==> config.mk <==
export PLATFORM = sky130hd
export DESIGN_NAME = serial_loader_command_parser_flat
export DESIGN_NICKNAME = d
export VERILOG_FILES = /design/src/hw/rtl/slcp_pkg.sv /design/src/hw/rtl/slcp_in_if.sv /design/src/hw/rtl/slcp_out_if.sv /design/src/hw/rtl/slcp_front.sv /design/src/hw/rtl/slcp_queue.sv /design/src/hw/rtl/slcp_back.sv /design/src/hw/rtl/serial_loader_command_parser.sv /design/src/flat_wrapper.sv
export SDC_FILE = /design/constraint.sdc
export NUM_CORES = 1
export LEC_CHECK = 0
export ABC_AREA = 1
export BUFFER_PORTS_ARGS = -buffer_cell sky130_fd_sc_hd__buf_2
export CAP_MARGIN = 20
export CORE_ASPECT_RATIO = 1.75
export CORE_MARGIN = 5
export CORE_UTILIZATION = 50
export CTS_CLUSTER_DIAMETER = 100
export DETAILED_ROUTE_END_ITERATION = 6
export PLACE_DENSITY = 0.67
export SLEW_MARGIN = 20
export SYNTH_ARGS = -nofsm -noshare
export SYNTH_HDL_FRONTEND = slang
export SYNTH_SLANG_ARGS = --single-unit
export TNS_END_PERCENT = 5
==> constraint.sdc <==
create_clock -name clk -period 10.5 [get_ports clk]
set_input_delay 0 -clock clk [delete_from_list [all_inputs] [get_ports clk]]
set_output_delay 0 -clock clk [all_outputs]
set_load 0.01 [all_outputs]
==> src/hw/rtl/slcp_pkg.sv <==
`timescale 1ns / 1ps
`default_nettype none

package slcp_pkg;

	// Command bytes
	localparam logic [7:0] CMD_ADDR    = 8'h61;	// 'a'
	localparam logic [7:0] CMD_CNT     = 8'h63;	// 'c'
	localparam logic [7:0] CMD_DATA    = 8'h64;	// 'd'
	localparam logic [7:0] CMD_JUMP    = 8'h6A;	// 'j'
	localparam logic [7:0] CMD_PAD     = 8'h70;	// 'p'
	localparam logic [7:0] CMD_VERSION = 8'h76;	// 'v'
	localparam logic [7:0] ACK_CHAR    = 8'h66;	// 'f'

	// Version text, fixed
	localparam int TEXT_SIZE = 10;
	localparam int VER_IDX_W = $clog2(TEXT_SIZE);
	localparam logic [7:0] VERSION_TEXT [TEXT_SIZE] = '{
		8'h50, 8'h4C, 8'h50, 8'h45, 8'h4D, 8'h55, 8'h2D, 8'h35, 8'h2E, 8'h30
	};
	localparam int VERSION_LENGTH_DEF = 10;

	// Queue between parser and output stage
	localparam int QUEUE_DEPTH = 4;

	typedef enum logic [2:0] {
		MODE_IDLE,
		MODE_ADDR,
		MODE_DATA,
		MODE_COUNT,
		MODE_BURST,
		MODE_SKIP,
		MODE_HALTED
	} mode_t;

	// One parsed action, handed from the parser to the output stage
	typedef struct packed {
		logic        write_valid;
		logic        reply_valid;
		logic        jump_valid;
		logic        is_version;
		logic [31:0] addr;
		logic [31:0] data;
	} entry_t;

endpackage

`default_nettype wire

==> src/hw/rtl/slcp_in_if.sv <==
`timescale 1ns / 1ps
`default_nettype none

interface slcp_in_if;
	logic       valid;
	logic       ready;
	logic [7:0] rx_byte;

	modport source (output valid, output rx_byte, input ready);
	modport sink (input valid, input rx_byte, output ready);
endinterface

`default_nettype wire

==> src/hw/rtl/slcp_out_if.sv <==
`timescale 1ns / 1ps
`default_nettype none

interface slcp_out_if;
	logic        valid;
	logic        ready;
	logic        write_valid;
	logic [31:0] write_address;
	logic [31:0] write_data;
	logic        reply_valid;
	logic [7:0]  reply_byte;
	logic        jump_valid;
	logic [31:0] entry_address;
	logic        last;

	modport source (output valid, input ready, output write_valid, output write_address,
		output write_data, output reply_valid, output reply_byte, output jump_valid,
		output entry_address, output last);
	modport sink (input valid, output ready, input write_valid, input write_address,
		input write_data, input reply_valid, input reply_byte, input jump_valid,
		input entry_address, input last);
endinterface

`default_nettype wire

==> src/hw/rtl/slcp_front.sv <==
`timescale 1ns / 1ps
`default_nettype none

module slcp_front (
	input  wire logic            clk,
	input  wire logic            arst_n,
	slcp_in_if.sink              in_ch,
	input  wire logic            q_full,
	output      logic            push,
	output      slcp_pkg::entry_t push_entry
);
	import slcp_pkg::*;

	mode_t       mode_q, mode_d;
	logic [1:0]  pos_q, pos_d;
	logic [31:0] word_q, word_d;
	logic [31:0] addr_q, addr_d;
	logic [31:0] remain_q, remain_d;
	logic [31:0] word_shift;
	logic        word_done;
	logic        fire;

	assign in_ch.ready = ~q_full;
	assign fire        = in_ch.valid & ~q_full;
	assign word_shift  = {word_q[23:0], in_ch.rx_byte};
	assign word_done   = (pos_q == 2'd3);

	// Parser state
	always_ff @(posedge clk or negedge arst_n) begin
		if (!arst_n) begin
			mode_q   <= MODE_IDLE;
			pos_q    <= '0;
			word_q   <= '0;
			addr_q   <= '0;
			remain_q <= '0;
		end else begin
			mode_q   <= mode_d;
			pos_q    <= pos_d;
			word_q   <= word_d;
			addr_q   <= addr_d;
			remain_q <= remain_d;
		end
	end

	// Command decode and word gathering
	always_comb begin
		mode_d     = mode_q;
		pos_d      = pos_q;
		word_d     = word_q;
		addr_d     = addr_q;
		remain_d   = remain_q;
		push       = 1'b0;
		push_entry = '0;
		if (fire) begin
			unique case (mode_q)
				MODE_IDLE: begin
					pos_d = '0;
					unique case (in_ch.rx_byte)
						CMD_ADDR: mode_d = MODE_ADDR;
						CMD_DATA: mode_d = MODE_DATA;
						CMD_CNT:  mode_d = MODE_COUNT;
						CMD_PAD:  mode_d = MODE_SKIP;
						CMD_JUMP: begin
							mode_d                 = MODE_HALTED;
							push                   = 1'b1;
							push_entry.reply_valid = 1'b1;
							push_entry.jump_valid  = 1'b1;
							push_entry.addr        = addr_q;
						end
						CMD_VERSION: begin
							push                  = 1'b1;
							push_entry.is_version = 1'b1;
						end
						default: ;	// unknown command, dropped
					endcase
				end
				MODE_ADDR: begin
					pos_d  = pos_q + 2'd1;
					word_d = word_shift;
					if (word_done) begin
						addr_d                 = word_shift;
						mode_d                 = MODE_IDLE;
						push                   = 1'b1;
						push_entry.reply_valid = 1'b1;
					end
				end
				MODE_DATA: begin
					pos_d  = pos_q + 2'd1;
					word_d = word_shift;
					if (word_done) begin
						addr_d                 = addr_q + 32'd4;
						mode_d                 = MODE_IDLE;
						push                   = 1'b1;
						push_entry.write_valid = 1'b1;
						push_entry.reply_valid = 1'b1;
						push_entry.addr        = addr_q;
						push_entry.data        = word_shift;
					end
				end
				MODE_COUNT: begin
					pos_d  = pos_q + 2'd1;
					word_d = word_shift;
					if (word_done) begin
						remain_d = word_shift;
						if (word_shift == '0) begin
							// empty burst acks at once
							mode_d                 = MODE_IDLE;
							push                   = 1'b1;
							push_entry.reply_valid = 1'b1;
						end else begin
							mode_d = MODE_BURST;
						end
					end
				end
				MODE_BURST: begin
					pos_d  = pos_q + 2'd1;
					word_d = word_shift;
					if (word_done) begin
						remain_d               = remain_q - 32'd1;
						addr_d                 = addr_q + 32'd4;
						push                   = 1'b1;
						push_entry.write_valid = 1'b1;
						push_entry.addr        = addr_q;
						push_entry.data        = word_shift;
						// final word of the burst carries the ack
						if (remain_q == 32'd1) begin
							push_entry.reply_valid = 1'b1;
							mode_d                 = MODE_IDLE;
						end
					end
				end
				MODE_SKIP: begin
					pos_d  = pos_q + 2'd1;
					word_d = word_shift;
					if (word_done) begin
						mode_d = MODE_IDLE;
					end
				end
				MODE_HALTED: ;
				default: mode_d = MODE_HALTED;
			endcase
		end
	end

endmodule

`default_nettype wire

==> src/hw/rtl/slcp_queue.sv <==
`timescale 1ns / 1ps
`default_nettype none

module slcp_queue #(
	parameter int DEPTH = slcp_pkg::QUEUE_DEPTH
) (
	input  wire logic             clk,
	input  wire logic             arst_n,
	input  wire logic             push,
	input  wire slcp_pkg::entry_t push_entry,
	input  wire logic             pop,
	output      slcp_pkg::entry_t head,
	output      logic             empty,
	output      logic             full
);
	import slcp_pkg::*;

	localparam int PtrW = (DEPTH > 1) ? $clog2(DEPTH) : 1;
	localparam int CntW = $clog2(DEPTH + 1);

	entry_t          slot_q [DEPTH];
	logic [PtrW-1:0] wr_ptr_q, rd_ptr_q;
	logic [CntW-1:0] count_q;
	logic            do_push, do_pop;

	assign empty   = (count_q == '0);
	assign full    = (count_q == CntW'(DEPTH));
	assign do_push = push & ~full;
	assign do_pop  = pop & ~empty;
	assign head    = slot_q[rd_ptr_q];

	// Entry storage
	always_ff @(posedge clk) begin
		if (do_push) begin
			slot_q[wr_ptr_q] <= push_entry;
		end
	end

	// Pointers and fill count
	always_ff @(posedge clk or negedge arst_n) begin
		if (!arst_n) begin
			wr_ptr_q <= '0;
			rd_ptr_q <= '0;
			count_q  <= '0;
		end else begin
			if (do_push) begin
				wr_ptr_q <= (wr_ptr_q == PtrW'(DEPTH - 1)) ? '0 : wr_ptr_q + 1'b1;
			end
			if (do_pop) begin
				rd_ptr_q <= (rd_ptr_q == PtrW'(DEPTH - 1)) ? '0 : rd_ptr_q + 1'b1;
			end
			if (do_push && !do_pop) begin
				count_q <= count_q + 1'b1;
			end else if (do_pop && !do_push) begin
				count_q <= count_q - 1'b1;
			end
		end
	end

endmodule

`default_nettype wire

==> src/hw/rtl/slcp_back.sv <==
`timescale 1ns / 1ps
`default_nettype none

module slcp_back #(
	parameter int VERSION_LENGTH = slcp_pkg::VERSION_LENGTH_DEF
) (
	input  wire logic             clk,
	input  wire logic             arst_n,
	input  wire slcp_pkg::entry_t head,
	input  wire logic             q_empty,
	output      logic             pop,
	slcp_out_if.source            out_ch
);
	import slcp_pkg::*;

	localparam int VersionCount = (VERSION_LENGTH > TEXT_SIZE) ? TEXT_SIZE : VERSION_LENGTH;

	logic                 out_valid_q;
	logic                 write_valid_q, reply_valid_q, jump_valid_q, last_q;
	logic [31:0]          write_address_q, write_data_q, entry_address_q;
	logic [7:0]           reply_byte_q;
	logic [VER_IDX_W-1:0] ver_idx_q;
	logic                 can_load, load, last_char;

	assign can_load  = ~out_valid_q | out_ch.ready;
	assign load      = can_load & ~q_empty;
	assign last_char = (ver_idx_q == VER_IDX_W'(VersionCount - 1));
	// a version entry leaves the queue with its final character
	assign pop       = load & (~head.is_version | last_char);

	// Output register control and version character counter
	always_ff @(posedge clk or negedge arst_n) begin
		if (!arst_n) begin
			out_valid_q <= 1'b0;
			ver_idx_q   <= '0;
		end else begin
			if (can_load) begin
				out_valid_q <= ~q_empty;
			end
			if (load && head.is_version) begin
				ver_idx_q <= last_char ? '0 : ver_idx_q + 1'b1;
			end
		end
	end

	// Output payload
	always_ff @(posedge clk) begin
		if (load) begin
			write_valid_q   <= head.write_valid;
			write_address_q <= head.write_valid ? head.addr : '0;
			write_data_q    <= head.data;
			reply_valid_q   <= head.reply_valid | head.is_version;
			jump_valid_q    <= head.jump_valid;
			entry_address_q <= head.jump_valid ? head.addr : '0;
			last_q          <= ~head.is_version | last_char;
			if (head.is_version) begin
				reply_byte_q <= VERSION_TEXT[ver_idx_q];
			end else begin
				reply_byte_q <= head.reply_valid ? ACK_CHAR : 8'h00;
			end
		end
	end

	assign out_ch.valid         = out_valid_q;
	assign out_ch.write_valid   = write_valid_q;
	assign out_ch.write_address = write_address_q;
	assign out_ch.write_data    = write_data_q;
	assign out_ch.reply_valid   = reply_valid_q;
	assign out_ch.reply_byte    = reply_byte_q;
	assign out_ch.jump_valid    = jump_valid_q;
	assign out_ch.entry_address = entry_address_q;
	assign out_ch.last          = last_q;

endmodule

`default_nettype wire

==> src/hw/rtl/serial_loader_command_parser.sv <==
// Each result passes through the action queue and then the output register.
// Throughput: one byte per cycle; a 'v' command holds the output register
// for its min(VERSION_LENGTH, 10) characters, and the four-entry action
// queue absorbs input meanwhile. Input stalls only when that queue is full.
// Reset (arst_n low, asynchronous): parser idle, load address zero, queue empty.
`timescale 1ns / 1ps
`default_nettype none

module serial_loader_command_parser #(
	parameter int VERSION_LENGTH = slcp_pkg::VERSION_LENGTH_DEF
) (
	input  wire logic  clk,
	input  wire logic  arst_n,
	slcp_in_if.sink    in_ch,
	slcp_out_if.source out_ch
);
	import slcp_pkg::*;

	entry_t push_entry, head;
	logic   push, pop, q_empty, q_full;

	// Byte parser
	slcp_front u_front (
		.clk        (clk),
		.arst_n     (arst_n),
		.in_ch      (in_ch),
		.q_full     (q_full),
		.push       (push),
		.push_entry (push_entry)
	);

	// Action queue
	slcp_queue #(
		.DEPTH (QUEUE_DEPTH)
	) u_queue (
		.clk        (clk),
		.arst_n     (arst_n),
		.push       (push),
		.push_entry (push_entry),
		.pop        (pop),
		.head       (head),
		.empty      (q_empty),
		.full       (q_full)
	);

	// Result generation
	slcp_back #(
		.VERSION_LENGTH (VERSION_LENGTH)
	) u_back (
		.clk     (clk),
		.arst_n  (arst_n),
		.head    (head),
		.q_empty (q_empty),
		.pop     (pop),
		.out_ch  (out_ch)
	);

	// Nothing can appear at the output without a queued action behind it
	a_no_phantom: assert property (@(posedge clk) disable iff (!arst_n)
		(!out_ch.valid && q_empty) |=> !out_ch.valid)
		else $error("result shown with empty queue");

	// Only version characters are followed by more results of the same byte
	a_multi_only_version: assert property (@(posedge clk) disable iff (!arst_n)
		(out_ch.valid && !out_ch.last) |->
			(out_ch.reply_valid && !out_ch.write_valid && !out_ch.jump_valid))
		else $error("non-final result that is not a version character");

	// A jump carries the ack and ends its byte
	a_jump_form: assert property (@(posedge clk) disable iff (!arst_n)
		(out_ch.valid && out_ch.jump_valid) |->
			(out_ch.reply_valid && out_ch.last && !out_ch.write_valid &&
			 out_ch.reply_byte == ACK_CHAR))
		else $error("malformed jump result");

endmodule

`default_nettype wire
==> src/flat_wrapper.sv <==
// flat-port wrapper written by rule: the top's interface ports become plain ports
module serial_loader_command_parser_flat import slcp_pkg::*;
#(
	parameter int VERSION_LENGTH = slcp_pkg::VERSION_LENGTH_DEF
)
  (clk, arst_n, in_ch_valid, in_ch_rx_byte, in_ch_ready, out_ch_valid, out_ch_ready, out_ch_write_valid, out_ch_write_address, out_ch_write_data, out_ch_reply_valid, out_ch_reply_byte, out_ch_jump_valid, out_ch_entry_address, out_ch_last);
  slcp_in_if in_ch_i ();
  slcp_out_if out_ch_i ();
  input  wire logic clk;
  input  wire logic arst_n;
  input wire logic [$bits(in_ch_i.valid)-1:0] in_ch_valid;
  input wire logic [$bits(in_ch_i.rx_byte)-1:0] in_ch_rx_byte;
  output wire logic [$bits(in_ch_i.ready)-1:0] in_ch_ready;
  output wire logic [$bits(out_ch_i.valid)-1:0] out_ch_valid;
  input wire logic [$bits(out_ch_i.ready)-1:0] out_ch_ready;
  output wire logic [$bits(out_ch_i.write_valid)-1:0] out_ch_write_valid;
  output wire logic [$bits(out_ch_i.write_address)-1:0] out_ch_write_address;
  output wire logic [$bits(out_ch_i.write_data)-1:0] out_ch_write_data;
  output wire logic [$bits(out_ch_i.reply_valid)-1:0] out_ch_reply_valid;
  output wire logic [$bits(out_ch_i.reply_byte)-1:0] out_ch_reply_byte;
  output wire logic [$bits(out_ch_i.jump_valid)-1:0] out_ch_jump_valid;
  output wire logic [$bits(out_ch_i.entry_address)-1:0] out_ch_entry_address;
  output wire logic [$bits(out_ch_i.last)-1:0] out_ch_last;
  assign in_ch_i.valid = in_ch_valid;
  assign in_ch_i.rx_byte = in_ch_rx_byte;
  assign in_ch_ready = in_ch_i.ready;
  assign out_ch_valid = out_ch_i.valid;
  assign out_ch_i.ready = out_ch_ready;
  assign out_ch_write_valid = out_ch_i.write_valid;
  assign out_ch_write_address = out_ch_i.write_address;
  assign out_ch_write_data = out_ch_i.write_data;
  assign out_ch_reply_valid = out_ch_i.reply_valid;
  assign out_ch_reply_byte = out_ch_i.reply_byte;
  assign out_ch_jump_valid = out_ch_i.jump_valid;
  assign out_ch_entry_address = out_ch_i.entry_address;
  assign out_ch_last = out_ch_i.last;
  serial_loader_command_parser #(.VERSION_LENGTH(VERSION_LENGTH)) u_core (.clk(clk), .arst_n(arst_n), .in_ch(in_ch_i), .out_ch(out_ch_i));
endmodule
After elaboration in Yosys (flattened, before gate mapping)
Memories as Yosys holds them, arrays and structs flattened.
Index checks and enable logic that the tools add are counted.

storage, ports and cells
  bits in registers = 213
  bits in writable memories = 272
  memories = 2
  word-level logic and storage cells = 133
  bits of input ports = 12
  output and inout port bits = 110
  bits in read-only memories = 128

cells by class
  bitwise operators = 14
  muxes and demuxes = 43
  order comparisons = 1
  $add $sub $neg = 8
  equality and inequality tests = 25
  reductions and logical operators = 22

memories
  name                   depth  bits a word  rd ports  clocked after Yosys merged registers in  write ports  RTL line          source
  u_core.u_queue.slot_q  4      68           1         0                                        1            slcp_queue.sv:21  entry_t slot_q [DEPTH];
  (no name shown)        16     8            1         0                                        0            slcp_back.sv:57   reply_byte_q <= VERSION_TEXT[ver_idx_q];

operators by type and width
  operator                                               count
  case mux 32 bit (2 select lines)                       3
  two-way mux 32 bit                                     5
  two-way mux 68 bit                                     1
  two-way mux 64 bit                                     1
  equality test 8 x 7 -> 1 bit (second input constant)   6
  adder 32 x 3 -> 32 bit (second input constant)         1
  equality test 32 x 1 -> 1 bit (second input constant)  1
  logical NOT 32 bit                                     1
  subtractor 32 x 1 -> 32 bit (second input constant)    1
  case mux 3 bit (5 select lines)                        2
  two-way mux 8 bit                                      3
  two-way mux 3 bit                                      7
  equality test 3 bit (second input constant)            4
  two-way mux 2 bit                                      6
  two-way mux 1 bit                                      9
  != test 2 bit (second input constant)                  4
  AND reduction 4 bit                                    2
  nonzero test 2 bit                                     4
  two-way mux 7 bit                                      1
  AND reduction 7 bit                                    1
  adder 2 x 1 -> 2 bit (second input constant)           3
  equality test 2 bit (second input constant)            3
  equality test 3 x 2 -> 1 bit (second input constant)   2
  logical NOT 3 bit                                      2
  23 further kinds                                       40

Longest topological paths before layout
  word-level depth = 10
  mapped depth = 15
  mapped depth without buffers = 15

Hierarchy
Synthesis repeated with hierarchy kept, for this count alone.

unflattened totals
  cell total of the unflattened synthesis = 2216
  area, all modules = 22036.1 sq um

by module, submodules not included
  module      sequential area each (sq um)  area each (sq um)  cells each  instances
  slcp_queue  8343.0                        11172.0            854         1
  slcp_front  2327.2                        6658.9             1054        1
  slcp_back   3338.2                        4205.3             308         1

Worst setup path before layout
OpenSTA, ideal clock, no wires.

  kind = register -> register
  from = register u_core.u_queue.count_q[0]
  to = register u_core.u_queue.count_q[1]
  setup slack = 2.060 ns
  period minus slack after synthesis = 8.440 ns
  data required time = 10.377 ns
  setup time = 0.123 ns
  buffers on the path = 0
  arrival time = 8.317 ns
  cell stages (with the launch flop) = 9
  cells stage by stage = dfrtp_1 inv_1 a31oi_1 nand2_1 ha_1 inv_1 fa_1 nor2_1 a21oi_1

between the ends
  cells in the longest elaborated chain, start to end = 8
  elaborated cells on any way between the ends = 19
  those cells by class = 2 x add/sub; 1 x eq/ne; 3 x mux; 7 x bitwise; 6 x reduce/logical

RTL lines
  item                                                     RTL line          source
  from (decl)                                              slcp_queue.sv:23  logic [CntW-1:0] count_q;
  from (signal assigned)                                   slcp_queue.sv:53  count_q <= count_q + 1'b1;
  from (signal assigned)                                   slcp_queue.sv:55  count_q <= count_q - 1'b1;
  logical NOT 3 bit *                                      slcp_queue.sv:26  assign empty = (count_q == '0);
  inverter 1 bit *                                         slcp_back.sv:26   assign load = can_load & ~q_empty;
  bitwise AND 1 bit *                                      slcp_back.sv:26
  named net u_core.u_back.load                             slcp_back.sv:23   logic can_load, load, last_char;
  bitwise AND 1 bit *                                      slcp_back.sv:29   assign pop = load & (~head.is_version | last_char);
  bitwise AND 1 bit *                                      slcp_queue.sv:29  assign do_pop = pop & ~empty;
  logical NOT 1 bit                                        slcp_queue.sv:52  if (do_push && !do_pop) begin
  logical AND 1 bit                                        slcp_queue.sv:52
  two-way mux 3 bit or nonzero test 2 bit (tied branches)  --

The timed path passes the listed nets; every way through them passes the cells marked *. The select of a mux whose other input is x is not followed.
A chain may end at the register's enable or synchronous reset.

Worst setup path in the final report
  from = register u_core.u_front.mode_q[1]
  to = memory u_core.u_queue.slot_q[1][49] (netlist bit), enable pin

between the ends
  cells in the longest elaborated chain, start to end = 7
  elaborated cells on any way between the ends = 11
  those cells by class = 4 x eq/ne; 4 x mux; 1 x bitwise; 2 x reduce/logical

RTL lines
  item                                               RTL line          source
  from (decl)                                        slcp_front.sv:14  mode_t mode_q, mode_d;
  from (signal assigned)                             slcp_front.sv:37  mode_q <= mode_d;
  equality test 3 bit, or another cell as far along  slcp_front.sv:55  unique case (mode_q)
  OR reduction 3 bit (no line)                       --
  case mux 1 bit (3 select lines) *                  slcp_front.sv:55
  two-way mux 1 bit *                                slcp_front.sv:54  if (fire) begin
  bitwise AND 1 bit *                                slcp_queue.sv:28  assign do_push = push & ~full;
  two-way mux 1 bit *                                slcp_queue.sv:34  if (do_push) begin
  two-way mux 1 bit (implied by the code) *          slcp_queue.sv:35  slot_q[wr_ptr_q] <= push_entry;
  to (decl)                                          slcp_queue.sv:21

Mark *: on every way between the ends. The rest lies on a longest branch, timed or not.

==> impl_metrics.csv <==
group,metric,value,unit
pwr,power.total,0.00599,W
sta,tns,0,ns
critical_path,crit_path_start_kind,"flop",
sta,fin_worst_skew,0.0513,ns
final_layout,final_nets,2140,
global_route,antenna_found_initial,0,
min_path,worstHoldPathCells,3,
pwr,p_leak,9.25,nW
run,drv_cap,0,
sta,fin_ws,6.49,ns
clocking,cts-root-buf,"clkbuf_16",
place,dpl.hpwl,35.2,mm
place,port_buffers,120,
critical_path,critPathArrivalTime,4.18,ns
critical_path,path_class,"reg2reg",
clocking,path_clk_slew,0.06,ns
global_route,first_global_vias,14457,
routing,wire_per_inst,19.2,um
synth,ys_seq_area_share,66.9,%
global_route,grt_max_degree,104,
final_layout,area_growth,12.6,%
floorplan,fp.dieArea,46200,um^2
clocking,clockBufferDepth,3,
pwr,peakVddDrop,0.182,mV
floorplan,initial_core_util,50.3,%
routing,drtAntennaViolNets,0,
clocking,cts.sinks,484,
synth,synth_top_cell_area_share,54.3,%
routing,vias,14931,
critical_path,rr_endpoint,"u_core.u_queue.slot_q[1][49]$_DFFE_PP_",
sta,grt_setup_unrepaired,"false",
clocking,clk_latency,0.59,ns
critical_path,rr_startpoint,"u_core.u_front.mode_q[1]$_DFFE_PN0P_",
synth,synth_warnings,0,
floorplan,core_region_area,41600,um^2
sta,finalMaxSlewViolations,0,
routing,via_per_inst,5.52,
clocking,h-tree-depth,2,
critical_path,cp_max_fo,48,
synth,synthArstFlopShare,21.7,%
critical_path,end_kind,"flop",
synth,synthCells,2011,
global_route,grt_pass1_wl,80.2,mm
sta,slew_headroom,29.9,%
floorplan,die_w,165,um
status,status,"complete, no violations",
synth,synth_area_leaders,"edfxtp_1, dfrtp_1, nand2_1",
final_layout,final_util,56.7,%
final_layout,drive_gt1_share,10.7,%
synth,synth_area,20900,um^2
floorplan,die_height,281,um
final_layout,mostFrequentLayoutCells,"nand2_1, edfxtp_1, nor2_1",
synth,synth-seq-cells,484,
floorplan,rows,99,
routing,wl,51.9,mm
routing,drtPass1Iterations,6,
min_path,hold_start,"in_ch_rx_byte[6]",
pwr,power_density,254,nW/um^2
synth,synth_edf_count,379,
sta,fin_crit_sh,38.1,%
min_path,min_to,"u_core.u_front.word_q[6]$_DFFE_PN0P_",
place,dp_slack,6.46,ns
clocking,numCtsBuffers,42,
min_path,hold_path.class,"in2reg",
sta,maxClockFrequency,250,MHz
routing,drc,0,
sta,worstMarginPinSlew,1.05,ns
place,dpl_cell_area,22000,um^2
synth,ys_types,44,
final_layout,final.fill_count,3509,
global_route,grt-ovfl-total,0,
clocking,cts_tree,"yes",
synth,syn_avg_cell_area,10.4,um^2
clocking,cts_resized,0,
critical_path,ff2ff_setup_slack,6.49,ns
routing,first_iter_violations,1339,
final_layout,final_cell_area,23600,um^2
final_layout,final_common_cell,"nand2_1",
floorplan,ios,122,
synth,synth_ff_type,"edfxtp_1",
global_route,grt_usage,22.2,%
sta,hold_violations,0,
sta,min_period,4.01,ns
place,gp_congestion,0.986,
synth,syn_nets,2036,
critical_path,crit_required,10.67,ns
synth,yosysTopAreaCell,"edfxtp_1",
sta,setup_viol,0,
critical_path,rr_worst_depth,11,
==> state kept, by name, summed over array words and instances, names as in the netlist, 2 cells and up <==
name / cells
u_core.u_back.ver_idx_q: 4
u_core.u_front.pos_q: 2
u_core.u_front.addr_q: 32
u_core.u_front.mode_q: 3
u_core.u_queue.rd_ptr_q: 2
u_core.u_back.out_ch.write_address: 32
u_core.u_back.out_ch.entry_address: 32
u_core.u_front.word_q: 24
u_core.u_queue.wr_ptr_q: 2
u_core.u_queue.slot_q: 272
u_core.u_front.remain_q: 32
u_core.u_back.out_ch.reply_byte: 7
u_core.u_queue.count_q: 3
u_core.u_back.out_ch.write_data: 32
==> repair_timing <==
item / 4_1_cts / 5_1_grt
setup buffers: 0 / 0
hold buffers: 9 / 1
hold endpoints to repair: 85 / 24
==> where the power goes <==
group	leakage (nW)	internal (W)	switching [W]
sequential	5.09	0.00248	0.000207
clock	0.699	0.000900	0.000694
combinational	3.46	0.000529	0.00117
total	9.25	0.00391	0.00207
==> layout make-up <==
type	count	area (um^2)	area share, %
Multi-Input combinational cell	1282	5980	25.3
Inverter	156	587	2.49
Clock buffer	54	1140	4.81
Sequential cell	484	14000	59.4
Clock inverter	23	293	1.24
Antenna cell	1	2.50	0.0106
Timing Repair Buffer	149	890	3.77
Tap cell	555	694	2.94
==> worst max-delay path by stage <==
| stage | start | to | slack (ns) |
|---|---|---|---|
| detailed placement | u_core.u_front.mode_q[1]$_DFFE_PN0P_ | u_core.u_queue.slot_q[1][47]$_DFFE_PP_ | 6.46 |
| finish | u_core.u_front.mode_q[1]$_DFFE_PN0P_ | u_core.u_queue.slot_q[1][49]$_DFFE_PP_ | 6.49 |
| global route | u_core.u_front.mode_q[1]$_DFFE_PN0P_ | u_core.u_queue.slot_q[1][49]$_DFFE_PP_ | 6.23 |
| floorplan | u_core.u_queue.count_q[0]$_DFFE_PN0P_ | u_core.u_queue.count_q[1]$_DFFE_PN0P_ | 2.06 |
| CTS | u_core.u_front.mode_q[1]$_DFFE_PN0P_ | u_core.u_queue.slot_q[1][49]$_DFFE_PP_ | 6.44 |
| global placement | u_core.u_front.mode_q[1]$_DFFE_PN0P_ | u_core.u_queue.slot_q[2][15]$_DFFE_PP_ | 6.56 |
==> layer usage <==
metal  vias up  wire length [um]  GRT usage [%]  share of wire, %
met5         -                 0              0                 0
met4         0              2860           11.1               5.5
met3       155              2400           2.55               4.6
met2       499             27500           40.4                53
met1      7191             19100           25.7                37
li1       7086                 -              -                 -
==> through the flow <==
stage	cells	hold slack, ns
floorplan	2011	-0.296
global placement	2614	0.194
detailed placement	2615	0.205
CTS	2701	0.00696
global route	2703	0.00944
finish	2704	0.0180
==> kinds of logic after synthesis <==
| kind of cell | synth area share [%] |
|---|---|
| fa+ha+maj | 0.812 |
| buf+inv | 4.79 |
| xor+xnor | 0.585 |
| flops | 66.9 |
| simple gates | 16.7 |
| compound gates | 10.2 |
| other cells | 0.0179 |
==> synth_stat cells (2+ instances only) <==
library cell	count
nand3b_1	4
a32oi_1	2
buf_2	34
o22ai_1	39
o211ai_1	4
a32o_1	32
nand2_2	4
inv_2	6
nand2_1	429
buf_6	4
inv_1	150
a21oi_1	103
nand3_1	61
xor2_1	12
nor2_1	338
ha_1	12
o21ai_0	169
edfxtp_1	379
or2_2	2
xnor2_1	2
nor3_1	31
nand4_1	9
buf_1	3
clkbuf_1	45
dfrtp_1	105
a31oi_1	2
o21bai_1	2
a22oi_1	4
buf_4	3
o21ai_1	7
==> worst max-delay path, stage by stage (launching register included) <==
cell	delay, ns
dfrtp_1	0.45
nor2_1	0.17
nand2_1	0.11
nand2_2	0.08
buf_4	0.43
nand2_1	0.15
nand2_1	0.13
nor2_1	0.05
nand3_1	0.16
nand2_1	0.32
nor2_4	0.89
buf_4	0.63
Note: power is estimated with default switching activity, not from simulation.
